## config.mk

```make
export PLATFORM = sky130hd
export DESIGN_NAME = ttsm_seq
export DESIGN_NICKNAME = d
export VERILOG_FILES = /design/src/design/ttsm_pkg.sv /design/src/design/ttsm_seq.sv
export SDC_FILE = /design/constraint.sdc
export NUM_CORES = 1
export LEC_CHECK = 0
export ABC_AREA = 1
export BUFFER_PORTS_ARGS = -buffer_cell sky130_fd_sc_hd__buf_2
export CAP_MARGIN = 25
export CORE_ASPECT_RATIO = 1.25
export CORE_MARGIN = 2
export CORE_UTILIZATION = 60
export DETAILED_ROUTE_END_ITERATION = 7
export GPL_ROUTABILITY_DRIVEN = 0
export MAX_ROUTING_LAYER = met4
export PLACE_DENSITY = 0.85
export SLEW_MARGIN = 10
export SYNTH_ARGS = -nofsm -noshare
export SYNTH_HDL_FRONTEND = slang
export SYNTH_SLANG_ARGS = --single-unit
```

## constraint.sdc

```tcl
create_clock -name clk -period 10.5 [get_ports clk]
set_clock_uncertainty 0.2 [all_clocks]
set_input_delay 2.1 -clock clk [delete_from_list [all_inputs] [get_ports clk]]
set_output_delay 2.1 -clock clk [all_outputs]
set_load 0.005 [all_outputs]
```

## src/design/ttsm_pkg.sv

```systemverilog
package ttsm_pkg;

	localparam int HISTORY_DEPTH = 20;
	localparam int TABLE_ENTRIES = 16;
	localparam int CHAR_BITS     = 16;

	localparam int CMD_W   = 2;
	localparam int ENTRY_W = 4;
	localparam int POS_W   = 5;
	localparam int LEN_W   = 5;

	localparam int HIST_IDX_W = $clog2(HISTORY_DEPTH);
	localparam int CNT_W      = $clog2(HISTORY_DEPTH + 1);
	localparam int ENT_IDX_W  = (TABLE_ENTRIES > 1) ? $clog2(TABLE_ENTRIES) : 1;
	localparam int RAM_DEPTH  = TABLE_ENTRIES * HISTORY_DEPTH;
	localparam int RAM_AW     = $clog2(RAM_DEPTH);

	localparam logic [CMD_W-1:0] CMD_KEY       = 2'd0;
	localparam logic [CMD_W-1:0] CMD_WRITE_CHR = 2'd1;
	localparam logic [CMD_W-1:0] CMD_WRITE_LEN = 2'd2;

	localparam logic [CHAR_BITS-1:0] CODE_NONE      = CHAR_BITS'(0);
	localparam logic [CHAR_BITS-1:0] CODE_BACKSPACE = CHAR_BITS'(8);
	localparam logic [CHAR_BITS-1:0] CODE_THREE     = CHAR_BITS'(8'h33);
	localparam logic [CHAR_BITS-1:0] CODE_FOUR      = CHAR_BITS'(8'h34);
	localparam logic [CHAR_BITS-1:0] CODE_HASH      = CHAR_BITS'(8'h23);
	localparam logic [CHAR_BITS-1:0] CODE_DOLLAR    = CHAR_BITS'(8'h24);

	typedef struct packed {
		logic                 push;
		logic                 pop;
		logic                 clear;
		logic [CHAR_BITS-1:0] ch;
	} hist_ctl_t;

	function automatic logic [RAM_AW-1:0] ram_addr(
		input logic [ENT_IDX_W-1:0] entry,
		input logic [POS_W-1:0]     pos
	);
		logic [RAM_AW-1:0] row;
		row = RAM_AW'(entry) * RAM_AW'(HISTORY_DEPTH);
		return row + RAM_AW'(pos);
	endfunction

endpackage

```

## src/design/ttsm_seq.sv

```systemverilog
module ttsm_seq (
	input  logic                                clk,
	input  logic                                arst_n,
	input  logic                                in_valid,
	output logic                                in_stall,
	input  logic [ttsm_pkg::CMD_W-1:0]          command,
	input  logic [ttsm_pkg::CHAR_BITS-1:0]      char_code,
	input  logic                                shift_held,
	input  logic [ttsm_pkg::ENTRY_W-1:0]        entry_index,
	input  logic [ttsm_pkg::POS_W-1:0]          char_pos,
	input  logic [ttsm_pkg::LEN_W-1:0]          entry_length,
	output logic                                out_valid,
	input  logic                                out_stall,
	output logic                                matched,
	output logic [ttsm_pkg::ENTRY_W-1:0]        match_index,
	output logic [ttsm_pkg::LEN_W-1:0]          erase_count,
	output ttsm_pkg::hist_ctl_t                 hist_ctl,
	output logic [ttsm_pkg::HIST_IDX_W-1:0]     hist_idx,
	input  logic [ttsm_pkg::CHAR_BITS-1:0]      hist_char,
	input  logic [ttsm_pkg::CNT_W-1:0]          hist_count,
	output logic                                ram_we,
	output logic [ttsm_pkg::RAM_AW-1:0]         ram_waddr,
	output logic [ttsm_pkg::CHAR_BITS-1:0]      ram_wdata,
	output logic [ttsm_pkg::RAM_AW-1:0]         ram_raddr,
	input  logic [ttsm_pkg::CHAR_BITS-1:0]      ram_rdata
);

	localparam logic [1:0] ST_IDLE  = 2'd0;
	localparam logic [1:0] ST_ENTRY = 2'd1;
	localparam logic [1:0] ST_CMP   = 2'd2;
	localparam logic [1:0] ST_DONE  = 2'd3;

	logic [1:0]                       state_q;
	logic [ttsm_pkg::ENT_IDX_W-1:0]   ent_q;
	logic [ttsm_pkg::POS_W-1:0]       pos_q;
	logic [ttsm_pkg::LEN_W-1:0]       len_q;
	logic [ttsm_pkg::HIST_IDX_W-1:0]  base_q;
	logic [ttsm_pkg::LEN_W-1:0]       lens_q [ttsm_pkg::TABLE_ENTRIES];
	logic                             res_match_q;
	logic [ttsm_pkg::ENTRY_W-1:0]     res_idx_q;
	logic [ttsm_pkg::LEN_W-1:0]       res_len_q;
	logic                             out_valid_q;
	logic                             out_match_q;
	logic [ttsm_pkg::ENTRY_W-1:0]     out_idx_q;
	logic [ttsm_pkg::LEN_W-1:0]       out_len_q;

	logic                             accept;
	logic                             key_acc;
	logic                             entry_ok;
	logic [ttsm_pkg::ENT_IDX_W-1:0]   entry_sel;
	logic [ttsm_pkg::CHAR_BITS-1:0]   key_char;
	logic                             is_printable;
	logic [ttsm_pkg::LEN_W-1:0]       cur_len;
	logic                             skip_entry;
	logic                             last_entry;
	logic                             last_char;
	logic                             char_eq;
	logic                             out_free;
	logic [ttsm_pkg::POS_W-1:0]       rd_pos;

	assign in_stall = state_q != ST_IDLE;
	assign accept   = in_valid && !in_stall;
	assign key_acc  = accept && command == ttsm_pkg::CMD_KEY;
	assign entry_ok = {1'b0, entry_index} < (ttsm_pkg::ENTRY_W + 1)'(ttsm_pkg::TABLE_ENTRIES);
	assign entry_sel = ttsm_pkg::ENT_IDX_W'(entry_index);

	always_comb begin
		key_char = char_code;
		if (shift_held && char_code == ttsm_pkg::CODE_THREE) begin
			key_char = ttsm_pkg::CODE_HASH;
		end else if (shift_held && char_code == ttsm_pkg::CODE_FOUR) begin
			key_char = ttsm_pkg::CODE_DOLLAR;
		end
	end

	assign is_printable = char_code != ttsm_pkg::CODE_NONE
		&& char_code != ttsm_pkg::CODE_BACKSPACE;

	assign cur_len    = lens_q[ent_q];
	assign skip_entry = cur_len == '0 || ttsm_pkg::CNT_W'(cur_len) > hist_count;
	assign last_entry = ent_q == ttsm_pkg::ENT_IDX_W'(ttsm_pkg::TABLE_ENTRIES - 1);
	assign last_char  = pos_q == ttsm_pkg::POS_W'(len_q - ttsm_pkg::LEN_W'(1));
	assign hist_idx   = base_q + ttsm_pkg::HIST_IDX_W'(pos_q);
	assign char_eq    = ram_rdata == hist_char;
	assign out_free   = !out_valid_q || !out_stall;

	always_comb begin
		hist_ctl.push  = key_acc && is_printable;
		hist_ctl.pop   = key_acc && char_code == ttsm_pkg::CODE_BACKSPACE;
		hist_ctl.clear = state_q == ST_CMP && char_eq && last_char;
		hist_ctl.ch    = key_char;
	end

	assign ram_we    = accept && command == ttsm_pkg::CMD_WRITE_CHR && entry_ok
		&& char_pos < ttsm_pkg::POS_W'(ttsm_pkg::HISTORY_DEPTH);
	assign ram_waddr = ttsm_pkg::ram_addr(entry_sel, char_pos);
	assign ram_wdata = char_code;
	assign rd_pos    = (state_q == ST_CMP && !last_char) ? pos_q + ttsm_pkg::POS_W'(1) : '0;
	assign ram_raddr = ttsm_pkg::ram_addr(ent_q, rd_pos);

	always_ff @(posedge clk or negedge arst_n) begin
		if (!arst_n) begin
			for (int k = 0; k < ttsm_pkg::TABLE_ENTRIES; k++) begin
				lens_q[k] <= '0;
			end
		end else if (accept && command == ttsm_pkg::CMD_WRITE_LEN && entry_ok) begin
			lens_q[entry_sel] <= entry_length;
		end
	end

	always_ff @(posedge clk or negedge arst_n) begin
		if (!arst_n) begin
			state_q     <= ST_IDLE;
			ent_q       <= '0;
			pos_q       <= '0;
			len_q       <= '0;
			base_q      <= '0;
			res_match_q <= 1'b0;
			res_idx_q   <= '0;
			res_len_q   <= '0;
		end else begin
			case (state_q)
				ST_IDLE: begin
					if (key_acc) begin
						res_match_q <= 1'b0;
						res_idx_q   <= '0;
						res_len_q   <= '0;
						ent_q       <= '0;
						state_q     <= is_printable ? ST_ENTRY : ST_DONE;
					end
				end
				ST_ENTRY: begin
					if (skip_entry) begin
						if (last_entry) begin
							state_q <= ST_DONE;
						end else begin
							ent_q <= ent_q + ttsm_pkg::ENT_IDX_W'(1);
						end
					end else begin
						len_q   <= cur_len;
						base_q  <= ttsm_pkg::HIST_IDX_W'(hist_count - ttsm_pkg::CNT_W'(cur_len));
						pos_q   <= '0;
						state_q <= ST_CMP;
					end
				end
				ST_CMP: begin
					if (!char_eq) begin
						if (last_entry) begin
							state_q <= ST_DONE;
						end else begin
							ent_q   <= ent_q + ttsm_pkg::ENT_IDX_W'(1);
							state_q <= ST_ENTRY;
						end
					end else if (last_char) begin
						res_match_q <= 1'b1;
						res_idx_q   <= ttsm_pkg::ENTRY_W'(ent_q);
						res_len_q   <= len_q;
						state_q     <= ST_DONE;
					end else begin
						pos_q <= pos_q + ttsm_pkg::POS_W'(1);
					end
				end
				ST_DONE: begin
					if (out_free) begin
						state_q <= ST_IDLE;
					end
				end
				default: begin
					state_q <= ST_IDLE;
				end
			endcase
		end
	end

	always_ff @(posedge clk or negedge arst_n) begin
		if (!arst_n) begin
			out_valid_q <= 1'b0;
		end else if (state_q == ST_DONE && out_free) begin
			out_valid_q <= 1'b1;
		end else if (!out_stall) begin
			out_valid_q <= 1'b0;
		end
	end

	always_ff @(posedge clk) begin
		if (state_q == ST_DONE && out_free) begin
			out_match_q <= res_match_q;
			out_idx_q   <= res_idx_q;
			out_len_q   <= res_len_q;
		end
	end

	assign out_valid   = out_valid_q;
	assign matched     = out_match_q;
	assign match_index = out_idx_q;
	assign erase_count = out_len_q;

endmodule

```

==> results.sh <==
export IMPL_status="finished, final reports clean"
export IMPL_yosys_register_bits=122
export IMPL_io_buffer_count=140
export IMPL_wl_mm=16.7
export IMPL_finalCritPeriodShare_pct=58.0
export IMPL_synth_top_area_share_pct=39.7
export IMPL_end_kind="output pin"
export IMPL_hold_depth=0
export IMPL_cts_resized=0
export IMPL_fp_coreArea_sq_um=11600
export IMPL_power_total_mw=1.93
export IMPL_drtAntennaViolNets=0
export IMPL_cts_sinks=122
export IMPL_slowest_stage="fa_1"
export IMPL_drt_vias_per_instance=5.47
export IMPL_synth_fp_nets=986
export IMPL_synthFlopType="dfrtp_1"
export IMPL_ys_seq_area_share_pct=43.9
export IMPL_route_detailed_drc=0
export IMPL_cp_slowest_stage_delay_ns=0.38
export IMPL_r2r_slack_ns=6.32
export IMPL_drt_first_pass_iters=5
export IMPL_yosys_warnings=0
export IMPL_wl_per_cell_um=14.8
export IMPL_setup_viol=0
export IMPL_start_util_pct=61.1
export IMPL_async_reset_ff_share_pct=91.8
export IMPL_avgSynthCellArea_sq_um=8.07
export IMPL_insertion_delay_ns=0.41
export IMPL_max_slew_worst_pin_slew_ns=1.01
export IMPL_ir_worst_vdd_uv=136
export IMPL_most_common_layout_cells="nand2_1 (261), buf_2 (139), dfrtp_1 (112), o21ai_0 (91), nor2_1 (65)"
export IMPL_grt_antenna_before_repair=0
export IMPL_fin_util_pct=71.0
export IMPL_gr_total_overflow=0
export IMPL_tritoncts="done"
export IMPL_dp_hpwl_mm=11.7
export IMPL_grt_start_max_net_pins=72
export IMPL_cp_top_family="adder cells"
export IMPL_final_hold_violation_count=0
export IMPL_hold_slack_ns=0.246
export IMPL_die_w_um=101
export IMPL_synth_edf_count=10
export IMPL_diodes=0
export IMPL_nets=1090
export IMPL_r2r_cells=18
export IMPL_min_from="res_len_q[2]"
export IMPL_crit_buf_inv=2
export IMPL_critPathKind="in -> out"
export IMPL_synth_largest_area_cell="dfrtp_1"
export IMPL_hold_end="erase_count[2]"
export IMPL_maxCapViolCount=0
export IMPL_p_leak_nw=4.09
export IMPL_grt_pass1_vias=5856
export IMPL_arrival_ns=3.79
export IMPL_r2r_end="ent_q[1]"
export IMPL_reg2reg_from="ent_q[0]"
export IMPL_gr_usage_all_layers_pct=27.9
export IMPL_post_synth_num_cell_types=38
export IMPL_fp_row_count=44
export IMPL_netlist_area_sq_um=7070
export IMPL_clk_pin_slew_worst_paths_ns=0.05
export IMPL_vias=6192
export IMPL_grt_pass1_wl_mm=27.0
export IMPL_setup_tns_ns=0
export IMPL_layout_area_overhead_vs_synth_pct=16.1
export IMPL_path_max_fanout=6
export IMPL_drive_above_1_share_pct=19.8
export IMPL_required_ns=8.20
export IMPL_hold_buffers=0
export IMPL_synth_top_cells_by_area="dfrtp_1 (40%), nand2_1 (14%), o21ai_0 (6.4%)"
export IMPL_min_path_type="reg -> reg"
export IMPL_grt_setup_unrepaired="false"
export IMPL_fmax_mhz=164
export IMPL_fin_crit_ns=6.09
export IMPL_die_area_sq_um=12700
export IMPL_htreeDepth=4
export IMPL_final_common_cell="nand2_1"
export IMPL_path_cells="buf_2 -> ha_1 -> ha_1 -> fa_1 -> xor2_1 -> nand3_1 -> xor2_1 -> buf_2"
export IMPL_drtIter0Drc=463
export IMPL_die_h_um=125
export IMPL_final_max_slew_viol_count=0
export IMPL_cts_buffers_inserted=17
export IMPL_crit_path_start_kind="input pin"
export IMPL_p_per_area_nw_per_um2=236
export IMPL_synth_cells=876
export IMPL_postCtsSetupRepairBufs=0
export IMPL_ios=145
export IMPL_ctsRootBufferMaster="clkbuf_16"
export IMPL_maxSlewHeadroom_pct=32.8
export IMPL_clockBufferDepth=2
-- state kept, by name (all words and copies together), names as in the netlist, 2 cells and up --
signal and count:
base_q 5, ent_q 4, erase_count 5, len_q 5, lens_q 80, match_index 4
pos_q 5, res_idx_q 4, res_len_q 5, state_q 2
-- worst register-to-register path, cell delays in order (launching register included) --
cell	delay, ns
dfrtp_1	0.35
buf_4	0.29
inv_2	0.61
nand2_1	0.12
nand3_1	0.11
nand2_1	0.06
nor2_1	0.13
nand2_1	0.10
nand2_1	0.10
inv_1	0.06
ha_1	0.34
nand2_1	0.06
o21ai_0	0.33
a21oi_1	0.16
o21bai_1	0.28
nand3_2	0.40
nand3_4	0.24
nand2_1	0.06
o21ai_1	0.10
-- cell families (layout without fill, tap and decap cells) --
group | Yosys count | after routing | synth area share, %
AO/OA/AOI/OAI | 154 | 154 | 11.4
flip-flops | 122 | 122 | 43.9
AND/OR/NAND/NOR | 402 | 402 | 24.3
XOR/XNOR | 43 | 43 | 5.33
adder cells (fa/ha/maj) | 36 | 36 | 7.01
buffers and inverters | 119 | 236 | 8.13
-- layer usage --
| layer | up-vias | GRT usage (%) | wire length, um |
|---|---|---|---|
| met5 | - | - | 0 |
| met4 | 0 | 11.0 | 410 |
| met3 | 36 | 5.59 | 1030 |
| met2 | 211 | 46.2 | 8690 |
| met1 | 2906 | 33.2 | 6570 |
| li1 | 3039 | - | - |
-- Yosys cell counts, types with 2 or more instances --
| master | number |
|---|---|
| nand2_1 | 261 |
| dfrtp_1 | 112 |
| o21ai_0 | 91 |
| nor2_1 | 65 |
| inv_1 | 53 |
| nand3_1 | 43 |
| o21ai_1 | 34 |
| ha_1 | 30 |
| clkbuf_1 | 24 |
| xnor2_1 | 24 |
| buf_4 | 22 |
| a21oi_1 | 19 |
| xor2_1 | 19 |
| nand4_1 | 12 |
| edfxtp_1 | 10 |
| inv_2 | 8 |
| buf_2 | 6 |
| fa_1 | 6 |
| buf_6 | 5 |
| nand2_2 | 4 |
| nand3_2 | 3 |
| nor4_1 | 3 |
| o21ai_2 | 3 |
| nand3_4 | 2 |
| nor3_1 | 2 |
| nor3_2 | 2 |
| o211ai_1 | 2 |
-- per-stage QoR --
stage / setup WS (ns) / cell area, sq um / cells
finish: 4.41 / 8200 / 1131
global route: 4.31 / 8200 / 1131
CTS: 4.40 / 8200 / 1131
detailed placement: 4.41 / 7620 / 1099
global placement: 4.45 / 7620 / 1099
floorplan: 4.75 / 7070 / 876
-- final cells by class --
cell class                 instances  area, sq um
multi-input combinational        635         3390
fill                             934         3360
sequential                       122         3100
timing repair buffer             142          718
clock buffer                      25          495
inverter                          62          233
tap                              138          173
clock inverter                     7         90.1
-- report_power, final --
group | switching [mW] | internal (mW) | leakage, nW
combinational | 0.462 | 0.263 | 2.19
clock | 0.203 | 0.373 | 0.283
sequential | 0.0652 | 0.565 | 1.62
-- how the worst max path moves through the flow --
stage | cells past startpoint | start | to
after global routing | 8 | entry_index[1] | ram_waddr[8]
final | 8 | entry_index[1] | ram_waddr[8]
after global placement | 8 | entry_index[1] | ram_waddr[8]
after CTS | 8 | entry_index[1] | ram_waddr[8]
after floorplan | 6 | entry_index[1] | ram_waddr[8]
after detailed placement | 8 | entry_index[1] | ram_waddr[8]
Power figures use the tool's default switching activity.
