===== src/design/ttsm_pkg.sv =====
package ttsm_pkg;

	localparam int HISTORY_DEPTH = 20;
	localparam int TABLE_ENTRIES = 16;
	localparam int CHAR_BITS     = 16;

	localparam int CMD_W   = 2;
	localparam int ENTRY_W = 4;
	localparam int POS_W   = 5;
	localparam int LEN_W   = 5;

	localparam int HIST_IDX_W = $clog2(HISTORY_DEPTH);
	localparam int CNT_W      = $clog2(HISTORY_DEPTH + 1);
	localparam int ENT_IDX_W  = (TABLE_ENTRIES > 1) ? $clog2(TABLE_ENTRIES) : 1;
	localparam int RAM_DEPTH  = TABLE_ENTRIES * HISTORY_DEPTH;
	localparam int RAM_AW     = $clog2(RAM_DEPTH);

	localparam logic [CMD_W-1:0] CMD_KEY       = 2'd0;
	localparam logic [CMD_W-1:0] CMD_WRITE_CHR = 2'd1;
	localparam logic [CMD_W-1:0] CMD_WRITE_LEN = 2'd2;

	localparam logic [CHAR_BITS-1:0] CODE_NONE      = CHAR_BITS'(0);
	localparam logic [CHAR_BITS-1:0] CODE_BACKSPACE = CHAR_BITS'(8);
	localparam logic [CHAR_BITS-1:0] CODE_THREE     = CHAR_BITS'(8'h33);
	localparam logic [CHAR_BITS-1:0] CODE_FOUR      = CHAR_BITS'(8'h34);
	localparam logic [CHAR_BITS-1:0] CODE_HASH      = CHAR_BITS'(8'h23);
	localparam logic [CHAR_BITS-1:0] CODE_DOLLAR    = CHAR_BITS'(8'h24);

	typedef struct packed {
		logic                 push;
		logic                 pop;
		logic                 clear;
		logic [CHAR_BITS-1:0] ch;
	} hist_ctl_t;

	function automatic logic [RAM_AW-1:0] ram_addr(
		input logic [ENT_IDX_W-1:0] entry,
		input logic [POS_W-1:0]     pos
	);
		logic [RAM_AW-1:0] row;
		row = RAM_AW'(entry) * RAM_AW'(HISTORY_DEPTH);
		return row + RAM_AW'(pos);
	endfunction

endpackage


===== src/design/ttsm_hist.sv =====
module ttsm_hist (
	input  logic                                clk,
	input  logic                                arst_n,
	input  ttsm_pkg::hist_ctl_t                 ctl,
	input  logic [ttsm_pkg::HIST_IDX_W-1:0]     rd_idx,
	output logic [ttsm_pkg::CHAR_BITS-1:0]      rd_char,
	output logic [ttsm_pkg::CNT_W-1:0]          count
);

	logic [ttsm_pkg::CHAR_BITS-1:0] hist_q [ttsm_pkg::HISTORY_DEPTH];
	logic [ttsm_pkg::CNT_W-1:0]     count_q;
	logic                           full;

	assign full = count_q >= ttsm_pkg::CNT_W'(ttsm_pkg::HISTORY_DEPTH);

	always_ff @(posedge clk) begin
		if (ctl.push) begin
			if (full) begin
				for (int k = 0; k < ttsm_pkg::HISTORY_DEPTH - 1; k++) begin
					hist_q[k] <= hist_q[k+1];
				end
				hist_q[ttsm_pkg::HISTORY_DEPTH-1] <= ctl.ch;
			end else begin
				hist_q[count_q[ttsm_pkg::HIST_IDX_W-1:0]] <= ctl.ch;
			end
		end
	end

	always_ff @(posedge clk or negedge arst_n) begin
		if (!arst_n) begin
			count_q <= '0;
		end else if (ctl.clear) begin
			count_q <= '0;
		end else if (ctl.push) begin
			if (!full) begin
				count_q <= count_q + ttsm_pkg::CNT_W'(1);
			end
		end else if (ctl.pop) begin
			if (count_q != '0) begin
				count_q <= count_q - ttsm_pkg::CNT_W'(1);
			end
		end
	end

	assign rd_char = hist_q[rd_idx];
	assign count   = count_q;

endmodule


===== config.mk =====
export PLATFORM = sky130hd
export DESIGN_NAME = ttsm_hist
export DESIGN_NICKNAME = d
export VERILOG_FILES = /design/src/design/ttsm_pkg.sv /design/src/design/ttsm_hist.sv
export SDC_FILE = /design/constraint.sdc
export NUM_CORES = 1
export LEC_CHECK = 0
export ABC_AREA = 1
export BUFFER_PORTS_ARGS = -buffer_cell sky130_fd_sc_hd__buf_2
export CAP_MARGIN = 30
export CORE_MARGIN = 5
export CORE_UTILIZATION = 43
export CTS_BUF_LIST = sky130_fd_sc_hd__clkbuf_8
export CTS_CLUSTER_DIAMETER = 80
export DETAILED_ROUTE_END_ITERATION = 8
export PLACE_DENSITY = 0.65
export SETUP_SLACK_MARGIN = 0.15
export SYNTH_ARGS = -nofsm -noshare
export SYNTH_HDL_FRONTEND = slang
export SYNTH_SLANG_ARGS = --single-unit
export TNS_END_PERCENT = 30

===== constraint.sdc =====
create_clock -name clk -period 4.84 [get_ports clk]
set_input_delay 0.968 -clock clk [delete_from_list [all_inputs] [get_ports clk]]
set_output_delay 0.968 -clock clk [all_outputs]
set_load 0.02 [all_outputs]

==> flow_metrics.env, run 1 <==
export IMPL_status="completed"
export IMPL_p_leak_nw=11.46
export IMPL_rsz0062_at_grt="no"
export IMPL_grt_overflow=0
export IMPL_via_count=19130
export IMPL_synth_edff_count=512
export IMPL_drive_gt1_share_pct=7.081
export IMPL_reg2reg_from="count[4]$_DFFE_PN0P_"
export IMPL_hold_viol_final=0
export IMPL_ys_warn_count=0
export IMPL_fin_ws_ns=0.6919
export IMPL_htreeDepth=3
export IMPL_maxCapViolCount=0
export IMPL_setup_viol=0
export IMPL_cts_num_sinks=517
export IMPL_critPathKind="primary input to output pin"
export IMPL_die_y_um=246.6
export IMPL_syn_avg_cell_area_um2=9.502
export IMPL_viasPerCell=5.418
export IMPL_die_w_um=246.6
export IMPL_async_flop_share_pct=0.9671
export IMPL_hold_ws_ns=0.1035
export IMPL_ir_drop_v=0.0002755
export IMPL_reg2regPathDepth=4
export IMPL_tritoncts="yes"
export IMPL_fin_setup_tns_ns=0
export IMPL_grt_pass1_wl_um=104000
export IMPL_clockBufferDepth=3
export IMPL_worst_setup_path_end_kind="output pin"
export IMPL_ctsResizeCount=0
export IMPL_yosys_cell_count_top_type="nand2_1"
export IMPL_synth_seq_cells=517
export IMPL_routedWlPerCell_um=19.00
export IMPL_drv_slew=0
export IMPL_post_route_min_period_ns=4.148
export IMPL_dieArea_mm2=0.06083
export IMPL_yosysSeqAreaShare_pct=64.37
export IMPL_cellPowerDensity_mw_per_mm2=398.1
export IMPL_start_util_pct=43.53
export IMPL_track_usage_pct=21.88
export IMPL_place_ws_ns=0.8112
export IMPL_ys_types=20
export IMPL_reg2reg_setup_slack_ns=2.02
export IMPL_firstDrtPassIters=6
export IMPL_routed_wl_um=67080
export IMPL_cts_hold_buf=0
export IMPL_synth_top_area_share_pct=63.85
export IMPL_dp_final_hpwl_um=40320
export IMPL_synth_top_cells_by_count="nand2_1 (1,076), edfxtp_1 (512), nand3_1 (396), o21ai_0 (253), clkbuf_1 (147)"
export IMPL_first_global_vias=18430
export IMPL_cts_buffers=88
export IMPL_clkLatencyLatePin_ns=0.68
export IMPL_syn_inst=2534
export IMPL_cts_setup_buffers=0
export IMPL_syn_area_mm2=0.02408
export IMPL_nets=2751
export IMPL_worst_setup_path_start_kind="primary input"
export IMPL_crit_required_ns=3.87
export IMPL_rows=86
export IMPL_finClkSkew_ns=0.02854
export IMPL_detail_route_iter0_violations=2300
export IMPL_yosysTopAreaCell="edfxtp_1"
export IMPL_cp_arrival_ns=3.18
export IMPL_antenna_left=0
export IMPL_fmax_mhz=241.1
export IMPL_cp_max_fo=41
export IMPL_cts_root_buffer="clkbuf_8"
export IMPL_grt_antenna_before_repair=2
export IMPL_worst_pin_slew_ns=1.048
export IMPL_coreArea_mm2=0.05531
export IMPL_min_period_over_period_pct=85.71
export IMPL_placement_io_buffers=46
export IMPL_syn_to_final_growth_pct=13.57
export IMPL_drc_errors=0
export IMPL_hold_path_class="primary input to async pin"
export IMPL_worst_r2r_endpoint="hist_q[1][8]$_DFFE_PP_"
export IMPL_io_pins=47
export IMPL_relSlewSlack_pct=29.95
export IMPL_clk_pin_slew_ns=0.06
export IMPL_synthTopCellsByArea="edfxtp_1 (64%), nand2_1 (17%), nand3_1 (8.2%)"
export IMPL_grt_max_degree=70
export IMPL_ys_flop_type="edfxtp_1"
export IMPL_power_mw=10.88
export IMPL_place_congestion=0.8994
-- worst max path at each step --
stage                    from     endpoint  slack [ns]
finish              rd_idx[1]   rd_char[3]        0.69
global route        rd_idx[0]   rd_char[2]        0.60
floorplan           rd_idx[0]  rd_char[10]        1.70
CTS                 rd_idx[1]   rd_char[3]        0.81
detailed placement  rd_idx[1]   rd_char[3]        0.81
global placement    rd_idx[1]   rd_char[3]        0.83
-- critical path: stages --
cell     delay [ns]
buf_4          0.23
buf_4          0.34
buf_4          0.57
nand3_1        0.14
nand3_1        0.13
nand2_1        0.13
nand2_1        0.09
nand2_1        0.07
nand2_1        0.10
nand2_1        0.17
buf_2          0.20
-- report_power, final --
group          total [mW]  internal, mW  switching (mW)
clock network        3.62          1.84            1.78
registers            5.71          5.51           0.203
logic                1.56         0.413            1.15
-- cell usage in the layout (no fill, tap or decap), drive strengths merged --
| cell | instances |
|---|---|
| dfrtp | 5 |
| buf | 88 |
| conb | 192 |
| clkinv | 23 |
| nand2 | 1076 |
| o21ai | 304 |
| fa | 1 |
| inv | 68 |
| edfxtp | 512 |
| diode | 1 |
| clkinvlp | 1 |
| nor2 | 10 |
| bufinv | 2 |
| ha | 3 |
| nand3 | 396 |
| xor2 | 2 |
| a21oi | 3 |
| and2 | 1 |
| clkbuf | 91 |
| nor4 | 4 |
-- logic make-up (layout without fill, tap and decap cells) --
kind of cell	after synthesis	in the layout	share of synthesized area (%)
fa+ha+maj	4	4	0.2391
other cells	1	193	0.01557
compound gates	307	307	6.381
simple gates	1487	1487	25.50
flops	517	517	64.37
buf+inv	216	273	3.414
xor+xnor	2	2	0.07276
-- registers in the layout, indices dropped and copies added, names as in the netlist --
register and flops:
hist_q 512, count 5
-- through the flow --
step | instance area (um2) | utilization (%) | std cells
floorplan | 24800 | - | 2725
global placement | 25710 | 46.49 | 3376
detailed placement | 25730 | 46.52 | 3377
CTS | 27300 | 49.36 | 3528
global route | 27340 | 49.44 | 3530
finish | 27350 | 49.44 | 3531
-- cell type report --
type / count / area [um2]
Fill cell: 5209 / 27960
Sequential cell: 517 / 15500
Multi-Input combinational cell: 1992 / 8477
Clock buffer: 90 / 1239
Tap cell: 748 / 935.9
Timing Repair Buffer: 89 / 724.4
Clock inverter: 61 / 332.8
Inverter: 33 / 133.9
Antenna cell: 1 / 2.502
-- routing by layer --
layer	share of wire [%]	wire, um	global-route usage [%]
met2	46	30800	35.07
met1	41	27350	29.53
met3	10	6777	5.359
met5	0.021	14	0
met4	3.2	2137	7.089
Power figures use the tool's default switching activity.
==> run 2, diff against run 1 <==
ABC_AREA = unset   (was 1)
SETUP_SLACK_MARGIN = 0.02   (was 0.15)
==> run 2 against run 1 <==
Sequential share of layout area shrank 0.64 points; clock power decreased by 5%; maximum frequency shrank 0.37%; combinational power rose by 35%; non-clock buffer count grew 23; critical path type unchanged.
==> flow_metrics.env, run 2 <==
export IMPL_yosysSeqAreaShare_pct=64.05
export IMPL_maxCapViolCount=0
export IMPL_worst_r2r_endpoint="hist_q[11][0]$_DFFE_PP_"
export IMPL_syn_to_final_growth_pct=14.30
export IMPL_htreeDepth=3
export IMPL_numPlacedInstances=2410
export IMPL_worst_setup_path_start_kind="primary input"
export IMPL_cts_setup_buffers=0
export IMPL_cpPeakStageDelay_ns=0.98
export IMPL_drv_slew=0
export IMPL_reg2reg_setup_slack_ns=1.70
export IMPL_yosys_cell_count_top_type="edfxtp_1"
export IMPL_syn_avg_cell_area_um2=16.42
export IMPL_ys_warn_count=0
export IMPL_die_y_um=247.2
export IMPL_reg2reg_from="count[0]$_DFFE_PN0P_"
export IMPL_fillers=4812
export IMPL_grt_pass1_wl_um=101100
export IMPL_antenna_left=0
export IMPL_synth_edff_count=512
export IMPL_placement_io_buffers=46
export IMPL_rows=87
export IMPL_yosysTopAreaCell="edfxtp_1"
export IMPL_grt_antenna_before_repair=1
export IMPL_synth_compound_area_share_pct=4.245
export IMPL_power_frac_comb_pct=18.3
export IMPL_switching_share_pct=29.16
export IMPL_cts_num_sinks=517
export IMPL_coreArea_mm2=0.05606
export IMPL_die_w_um=247.2
export IMPL_nets=1770
export IMPL_worst_pin_slew_ns=1.039
export IMPL_p_int_mw=8.131
export IMPL_routed_wl_um=70540
export IMPL_clkLatencyLatePin_ns=0.69
export IMPL_cts_root_buffer="clkbuf_8"
export IMPL_fin_util_pct=49.34
export IMPL_p_seq_share_pct=51.9
export IMPL_ctsResizeCount=0
export IMPL_regMostFlops="hist_q"
export IMPL_cts_buffers=84
export IMPL_grt_overflow=0
export IMPL_critical_path_cell_chain="buf_2, nor4bb_4, buf_4, a22oi_1, nand4_1, nor2_1, buf_2"
export IMPL_routedWlPerCell_um=27.61
export IMPL_mostFrequentLayoutCells="edfxtp_1 (512), mux2_2 (266), mux2i_1 (257)"
export IMPL_via_count=14520
export IMPL_drive_gt1_share_pct=29.25
export IMPL_largest_reg_flops=512
export IMPL_synthMuxAreaShare_pct=25.15
export IMPL_drc_errors=0
export IMPL_post_route_min_period_ns=4.164
export IMPL_hold_path_class="primary input to async pin"
export IMPL_synth_top_family_by_area="multiplexers"
export IMPL_final_common_cell="edfxtp_1"
export IMPL_syn_area_mm2=0.02420
export IMPL_synth_seq_cells=517
export IMPL_cellPowerDensity_mw_per_mm2=415.0
export IMPL_io_pins=47
export IMPL_hold_viol_final=0
export IMPL_reg2regPathDepth=4
export IMPL_viasPerCell=5.684
export IMPL_synth_top_cells_by_count="edfxtp_1 (512), mux2_2 (266), mux2i_1 (257), a22oi_1 (128), buf_2 (56)"
export IMPL_cpMostUsedCell="buf_2"
export IMPL_cts_hold_buf=0
export IMPL_ys_flop_type="edfxtp_1"
export IMPL_clk_pin_slew_ns=0.05
export IMPL_status="completed"
export IMPL_setup_viol=0
export IMPL_cp_max_fo=16
export IMPL_power_switching_mw=3.348
export IMPL_critPathKind="primary input to output pin"
export IMPL_synth_simple_area_share_pct=3.609
export IMPL_cp_arrival_ns=3.20
export IMPL_instances_no_fill=2555
export IMPL_p_clk_share_pct=29.8
export IMPL_detail_route_iter0_violations=1416
export IMPL_finClkSkew_ns=0.03733
export IMPL_ir_drop_v=0.0002245
export IMPL_fin_setup_tns_ns=0
export IMPL_place_congestion=0.8882
export IMPL_fmax_mhz=240.2
export IMPL_slowest_stage="nor4bb_4"
export IMPL_start_util_pct=43.17
export IMPL_async_flop_share_pct=0.9671
export IMPL_synth_top_area_share_pct=63.53
export IMPL_dieArea_mm2=0.06112
export IMPL_placed_cell_area_mm2=0.02621
export IMPL_rsz0062_at_grt="no"
export IMPL_grt_max_degree=47
export IMPL_firstDrtPassIters=6
export IMPL_clockBufferDepth=3
export IMPL_ys_types=53
export IMPL_final_area_mm2=0.02766
export IMPL_synthTopCellsByArea="edfxtp_1 (64%), mux2_2 (12%), mux2i_1 (11%)"
export IMPL_synthXorXnorAreaFrac_pct=0.1086
export IMPL_track_usage_pct=22.99
export IMPL_syn_inst=1474
export IMPL_p_leak_nw=10.52
export IMPL_tritoncts="yes"
export IMPL_min_period_over_period_pct=86.02
export IMPL_crit_required_ns=3.87
export IMPL_relSlewSlack_pct=30.54
export IMPL_first_global_vias=14630
export IMPL_dp_final_hpwl_um=42960
export IMPL_worst_setup_path_end_kind="output pin"
export IMPL_synthAdderAreaFrac_pct=0.2378
==> run 2: cell types whose count changed in the layout (fill, tap and decap cells not counted), sizes merged, moves of 24 or more <==
| cell | previous run | this run |
|---|---|---|
| nand2 | 1076 | 24 |
| nand3 | 396 | 3 |
| mux2 | 0 | 304 |
| o21ai | 304 | 1 |
| mux2i | 0 | 257 |
| a22oi | 0 | 128 |
| inv | 68 | 34 |
| nand4 | 0 | 32 |
| buf | 88 | 112 |
==> run 2: cell type report <==
| type | instances | area (um2) | share of cell area [%] |
|---|---|---|---|
| sequential | 517 | 15500 | 56.04 |
| multi-input combinational | 1024 | 8960 | 32.39 |
| clock buffer | 85 | 1170 | 4.230 |
| tap | 756 | 945.9 | 3.420 |
| timing repair buffer | 112 | 802.0 | 2.900 |
| clock inverter | 59 | 275.3 | 0.9952 |
| inverter | 1 | 3.754 | 0.01357 |
| antenna | 1 | 2.502 | 0.009047 |
==> run 2: critical path, delay by kind of cell <==
family	cells	cell delay, ns
AOI/OAI and AO/OA	1	0.10
buffers and inverters	3	0.92
and+or+nand+nor	3	1.20
==> run 2: worst max path at each step <==
stage	startpoint	end	slack [ns]	depth (start not counted)
2_1_floorplan	rd_idx[2]	rd_char[10]	1.59	6
3_3_place_gp	rd_idx[3]	rd_char[0]	0.69	7
3_5_place_dp	rd_idx[3]	rd_char[0]	0.66	7
4_1_cts	rd_idx[3]	rd_char[0]	0.65	7
5_1_grt	rd_idx[3]	rd_char[0]	0.59	7
6_report	rd_idx[3]	rd_char[15]	0.68	7
==> run 2: cells by family (layout without fill, tap and decap cells) <==
logic type               count (synthesis)  count (layout)
AO/OA/AOI/OAI                          138             138
flip-flops                             517             517
AND/OR/NAND/NOR                        125             125
adder cells (fa/ha/maj)                  4               4
multiplexers                           562             562
XOR/XNOR                                 3               3
buffers and inverters                  124             257
other                                    1             193
==> run 2: metal layers <==
metal / up-vias / part of all wire, % / track usage [%] / wire length (um)
li1: 6232 / - / - / -
met1: 7370 / 39 / 28.97 / 27270
met2: 737 / 48 / 37.81 / 33610
met3: 184 / 8.6 / 4.907 / 6087
met4: 0 / 5.1 / 11.28 / 3581
met5: - / 0 / 0 / 0
==> run 2: power by group through the flow <==
stage / Clock [mW] / Sequential [mW] / Combinational (mW)
after global routing: 3.71 / 6.00 / 2.20
after global placement: 0 / 6.02 / 2.06
after floorplan: 0 / 5.91 / 1.33
after CTS: 3.49 / 5.95 / 2.09
final: 3.43 / 5.95 / 2.10
after detailed placement: 0 / 6.03 / 2.08
==> run 2: stage by stage <==
step	hold WS, ns	setup WS, ns	power, mW
floorplan	0.5281	1.591	7.246
global placement	0.5357	0.6936	8.075
detailed placement	0.5466	0.6620	8.117
CTS	0.06390	0.6506	11.53
global route	0.08451	0.5898	11.91
finish	0.09150	0.6764	11.48
